$ cat src/rtl/core/frot_pkg.sv
// Shared types, codes and helpers for the I420 frame rotator.
package frot_pkg;

  localparam int unsigned DIM_W = 7;
  localparam int unsigned DIM_MAX = (1 << DIM_W) - 1;
  localparam int unsigned ADDR_CALC_W = 16;

  localparam logic CMD_LOAD  = 1'b0;
  localparam logic CMD_FETCH = 1'b1;

  localparam logic [1:0] REG_FRAME_WIDTH   = 2'd0;
  localparam logic [1:0] REG_FRAME_HEIGHT  = 2'd1;
  localparam logic [1:0] REG_ROTATION_MODE = 2'd2;

  localparam logic [1:0] ROT_90   = 2'd0;
  localparam logic [1:0] ROT_180  = 2'd1;
  localparam logic [1:0] ROT_270  = 2'd2;
  localparam logic [1:0] ROT_NONE = 2'd3;

  localparam logic [1:0] PLANE_Y = 2'd0;
  localparam logic [1:0] PLANE_U = 2'd1;
  localparam logic [1:0] PLANE_V = 2'd2;

  typedef struct packed {
    logic       command;
    logic [7:0] in_byte;
  } req_beat_t;

  typedef struct packed {
    logic [7:0] out_byte;
    logic       last_of_frame;
    logic       not_ready;
  } rsp_beat_t;

  typedef struct packed {
    logic [1:0]       reg_index;
    logic [DIM_W-1:0] wdata;
  } cfg_beat_t;

  typedef enum logic [2:0] {
    ST_IDLE,
    ST_MUL,
    ST_ADDR,
    ST_READ,
    ST_DONE
  } frot_state_t;

  typedef struct packed {
    logic load;
    logic fetch;
    logic mul;
    logic addr;
    logic read;
    logic emit;
  } frot_cmd_t;

  typedef struct packed {
    logic frame_loaded;
    logic out_busy;
  } frot_stat_t;

  // Clamp to 2..max, then force even.
  function automatic logic [DIM_W-1:0] eff_dim(logic [DIM_W-1:0] v, int unsigned maxv);
    logic [DIM_W-1:0] r;
    logic [DIM_W-1:0] m;
    m = (maxv > DIM_MAX) ? DIM_W'(DIM_MAX) : DIM_W'(maxv);
    r = (v < DIM_W'(2)) ? DIM_W'(2) : v;
    if (r > m) r = m;
    r[0] = 1'b0;
    if (r < DIM_W'(2)) r = DIM_W'(2);
    return r;
  endfunction

endpackage

$ cat src/rtl/core/frot_ctrl.sv
// Sequencer for load and fetch beats of the frame rotator.
module frot_ctrl import frot_pkg::*; (
  input  logic       clk,
  input  logic       rst,
  input  logic       req_valid,
  input  logic       req_command,
  input  frot_stat_t stat,
  output frot_cmd_t  cmd,
  output logic       req_ready
);

  frot_state_t state;
  frot_state_t state_next;

  always_ff @(posedge clk) begin
    if (rst) begin
      state <= ST_IDLE;
    end else begin
      state <= state_next;
    end
  end

  always_comb begin
    state_next = state;
    unique case (state)
      ST_IDLE: begin
        if (req_valid && req_command == CMD_FETCH) begin
          state_next = stat.frame_loaded ? ST_MUL : ST_DONE;
        end
      end
      ST_MUL:  state_next = ST_ADDR;
      ST_ADDR: state_next = ST_READ;
      ST_READ: state_next = ST_DONE;
      ST_DONE: begin
        if (!stat.out_busy) begin
          state_next = ST_IDLE;
        end
      end
      default: state_next = ST_IDLE;
    endcase
  end

  always_comb begin
    req_ready = (state == ST_IDLE) && !rst;
    cmd       = '0;
    cmd.load  = req_ready && req_valid && (req_command == CMD_LOAD);
    cmd.fetch = req_ready && req_valid && (req_command == CMD_FETCH);
    cmd.mul   = (state == ST_MUL);
    cmd.addr  = (state == ST_ADDR);
    cmd.read  = (state == ST_READ);
    cmd.emit  = (state == ST_DONE) && !stat.out_busy;
  end

  a_cmd_onehot: assert property (@(posedge clk) disable iff (rst)
    $onehot0({cmd.load, cmd.fetch, cmd.mul, cmd.addr, cmd.read, cmd.emit}))
    else $error("controller issued overlapping commands");

  a_early_fetch: assert property (@(posedge clk) disable iff (rst)
    cmd.fetch && !stat.frame_loaded |=> state == ST_DONE)
    else $error("fetch on incomplete frame did not go straight to result");

endmodule

$ cat config.mk
export PLATFORM = sky130hd
export DESIGN_NAME = frot_ctrl
export DESIGN_NICKNAME = d
export VERILOG_FILES = /design/src/rtl/core/frot_pkg.sv /design/src/rtl/core/frot_ctrl.sv
export SDC_FILE = /design/constraint.sdc
export NUM_CORES = 1
export LEC_CHECK = 0
export ABC_AREA = 1
export BUFFER_PORTS_ARGS = -buffer_cell sky130_fd_sc_hd__buf_2
export CORE_AREA = 2 2 39 41
export DETAILED_ROUTE_END_ITERATION = 16
export DIE_AREA = 0 0 41 43
export SLEW_MARGIN = 25
export SYNTH_ARGS = -nofsm -noshare
export SYNTH_HDL_FRONTEND = slang
export SYNTH_SLANG_ARGS = --single-unit
$ cat constraint.sdc
create_clock -name clk -period 1.2 [get_ports clk]
set_input_delay 0.24 -clock clk [delete_from_list [all_inputs] [get_ports clk]]
set_output_delay 0.24 -clock clk [all_outputs]
set_load 0.005 [all_outputs]
==> out/qor.csv <==
metric,value,unit
outcome,"finished, violations left",
failed_checks,setup timing,
post-layout-total-power,0.495,mW
antenna_violating_nets_post_route,0,
vias_in_the_first_global_route,259,
netlist-cell-type-count,13,
buffer_ports.inserted,12,
tightest_slew,0.171,ns
power_density,1220,nW/um^2
layout-area-overhead-vs-synth,102,%
rows,14,
pwr-share-seq,0.244,
layout_skew,0.00229,ns
worst_setup_path_startpoint,state[0],
finalHoldViolations,0,
core,1380,sq um
fp.dieW,41,um
grt_first_pass_wirelength,869,um
largest_register_ffs,3,
htreeDepth,1,
detail_route.iter0.violations,2,
maxSlewHeadroom,0.885,
grt_antenna_before_repair,0,
reg_clk_slew_reported_paths,0.04,ns
stdcell_area,404,sq um
floorplan.die_area,1760,sq um
num-fill-cells,161,
fmax,0.691,GHz
intPower,0.337,mW
layout.area.seq,63.8,sq um
cts-root-to-sink-buffers,2,
multi_input_comb_area,138,sq um
timing.final.ws_setup,-0.247,ns
postSynthRegisterBits,3,
net_switching_power_of_the_design,0.158,mW
clock_network_fraction_of_design_power,0.366,
clock-root-buffer,clkbuf_4,
gp_congestion,0.650,
synthesis.nets,40,
sw_frac_of_total,0.320,
clk_latency,0.24,ns
design.final.nets,65,
detail_route.vias_per_cell,3.85,
num_vias,285,
globalRouteOverflowTotal,0,
power.leakage,0.236,nW
timing.final.max_slew_violations,0,
maximum_number_of_pins_on_one_net_before_global_route_repair,6,
setup.worst_path.class,register to primary output,
share_comb_of_total_power,0.389,
route.final.wire_length,596,um
tritonroute_pass_1_iters,2,
preCtsSetupSlack,0.000722,ns
hold_slack,0.203,ns
vdd_ir_drop_max,358,uV
synth_cell_area,200,sq um
max_cap_viol_count,0,
global_route.usage.total,0.0773,
reg2reg_slack,0.14,ns
hp-start,rst,
synth_sequential_area_ratio,0.300,
final_core_util,0.292,
dpl_cell_area,310,sq um
cts_tree,yes,
wl_per_cell,8.05,um
antennaDiodeCount,0,
cts_made_buffers,3,
yosys_warnings,0,
finalCriticalPeriod,1.45,ns
registers_with_the_most_flip_flops,state (3),
rsz0062_at_grt,true,
avgSynthCellArea,5.89,sq um
top_level_ports,13,
rr_startpoint,state[0],
path_max_fanout,2,
drc,0,
cp-start-kind,register,
drive_gt1_frac,0.638,
cp.required,0.96,ns
initial_core_util,0.145,
timing.final.setup_violations,6,
cts_hold_repair.buffers,0,
die_y,43,um
cts_num_sinks,3,
post-route-period-util,1.21,
worst-endpoint-arrival,1.21,ns
top_reg_by_flops,state,
synthCells,34,
hold_path_class,primary input to register,
cp-end-kind,primary output,
[power groups by stage]
stage	sequential [mW]	clock, mW	combinational (mW)
floorplan	0.120	0	0.0753
global placement	0.119	0	0.140
detailed placement	0.119	0	0.142
CTS	0.121	0.187	0.177
global route	0.121	0.193	0.213
finish	0.121	0.181	0.193
[worst max-delay path, stage by stage, from the launching register on]
cell	delay (ns)
dfxtp_2	0.32
nor2_2	0.11
nand2_1	0.05
or2_1	0.23
inv_2	0.07
nand2_2	0.04
nor2_2	0.06
buf_2	0.10
[per-layer routing]
metal | vias to the layer above | GRT usage | share of wire | routed length [um]
met2 | 6 | 0.125 | 0.56 | 335
met1 | 126 | 0.0707 | 0.37 | 221
li1 | 151 | - | - | -
met4 | 0 | 0.0600 | 0.017 | 10
met5 | - | 0 | 0 | 0
met3 | 2 | 0.0314 | 0.049 | 29
[kinds of logic (layout without fill, tap and decap cells)]
logic type	count (synthesis)	after routing	synth area share
buffers and inverters	8	32	0.150
flip-flops	3	3	0.300
AO/OA/AOI/OAI	4	4	0.112
AND/OR/NAND/NOR	19	19	0.438
[repair_timing]
| item | in CTS | in global routing |
|---|---|---|
| setup buffers | 5 | 1 |
| resized for setup | 8 | 7 |
| setup endpoints to repair | 7 | 7 |
| pin swaps | 2 | 2 |
[synthesized netlist by cell type]
master / count / area, sq um
a21oi_1: 2 / 10.0
nand3_1: 4 / 20.0
dfxtp_1: 3 / 60.1
nor3_1: 1 / 5.00
o211ai_1: 1 / 7.51
nand2_2: 1 / 6.26
nor2_2: 2 / 12.5
nand2_1: 5 / 18.8
or2_1: 1 / 6.26
inv_2: 1 / 3.75
inv_1: 7 / 26.3
o21ai_0: 1 / 5.00
nor2_1: 5 / 18.8
[cells in the final DEF (no fill, tap or decap), drive strengths merged]
master	count
nor2	7
o21ai	1
clkbuf	4
nand3	4
buf	20
nand2	6
dfxtp	3
or2	1
nor3	1
inv	8
a21oi	2
o211ai	1
[metrics by stage]
step | setup TNS, ns | cells
4_1_cts | -0.748 | 74
5_1_grt | -1.03 | 74
3_3_place_gp | 0 | 66
3_5_place_dp | 0 | 66
2_1_floorplan | 0 | 34
6_report | -0.731 | 74
[worst paths after layout]
path,end,depth (start not counted)
worst max-delay path,cmd[5],7
worst min-delay path,state[1],2
worst max register to register,state[2],6
worst min register to register,state[1],3
[layout make-up]
type,count,area share
clock buffers,4,0.0650
inverters,8,0.0805
multi-input cells,23,0.341
flip-flops and latches,3,0.158
well taps,16,0.0495
repair buffers,20,0.307
Note: power is estimated with default switching activity, not from simulation.
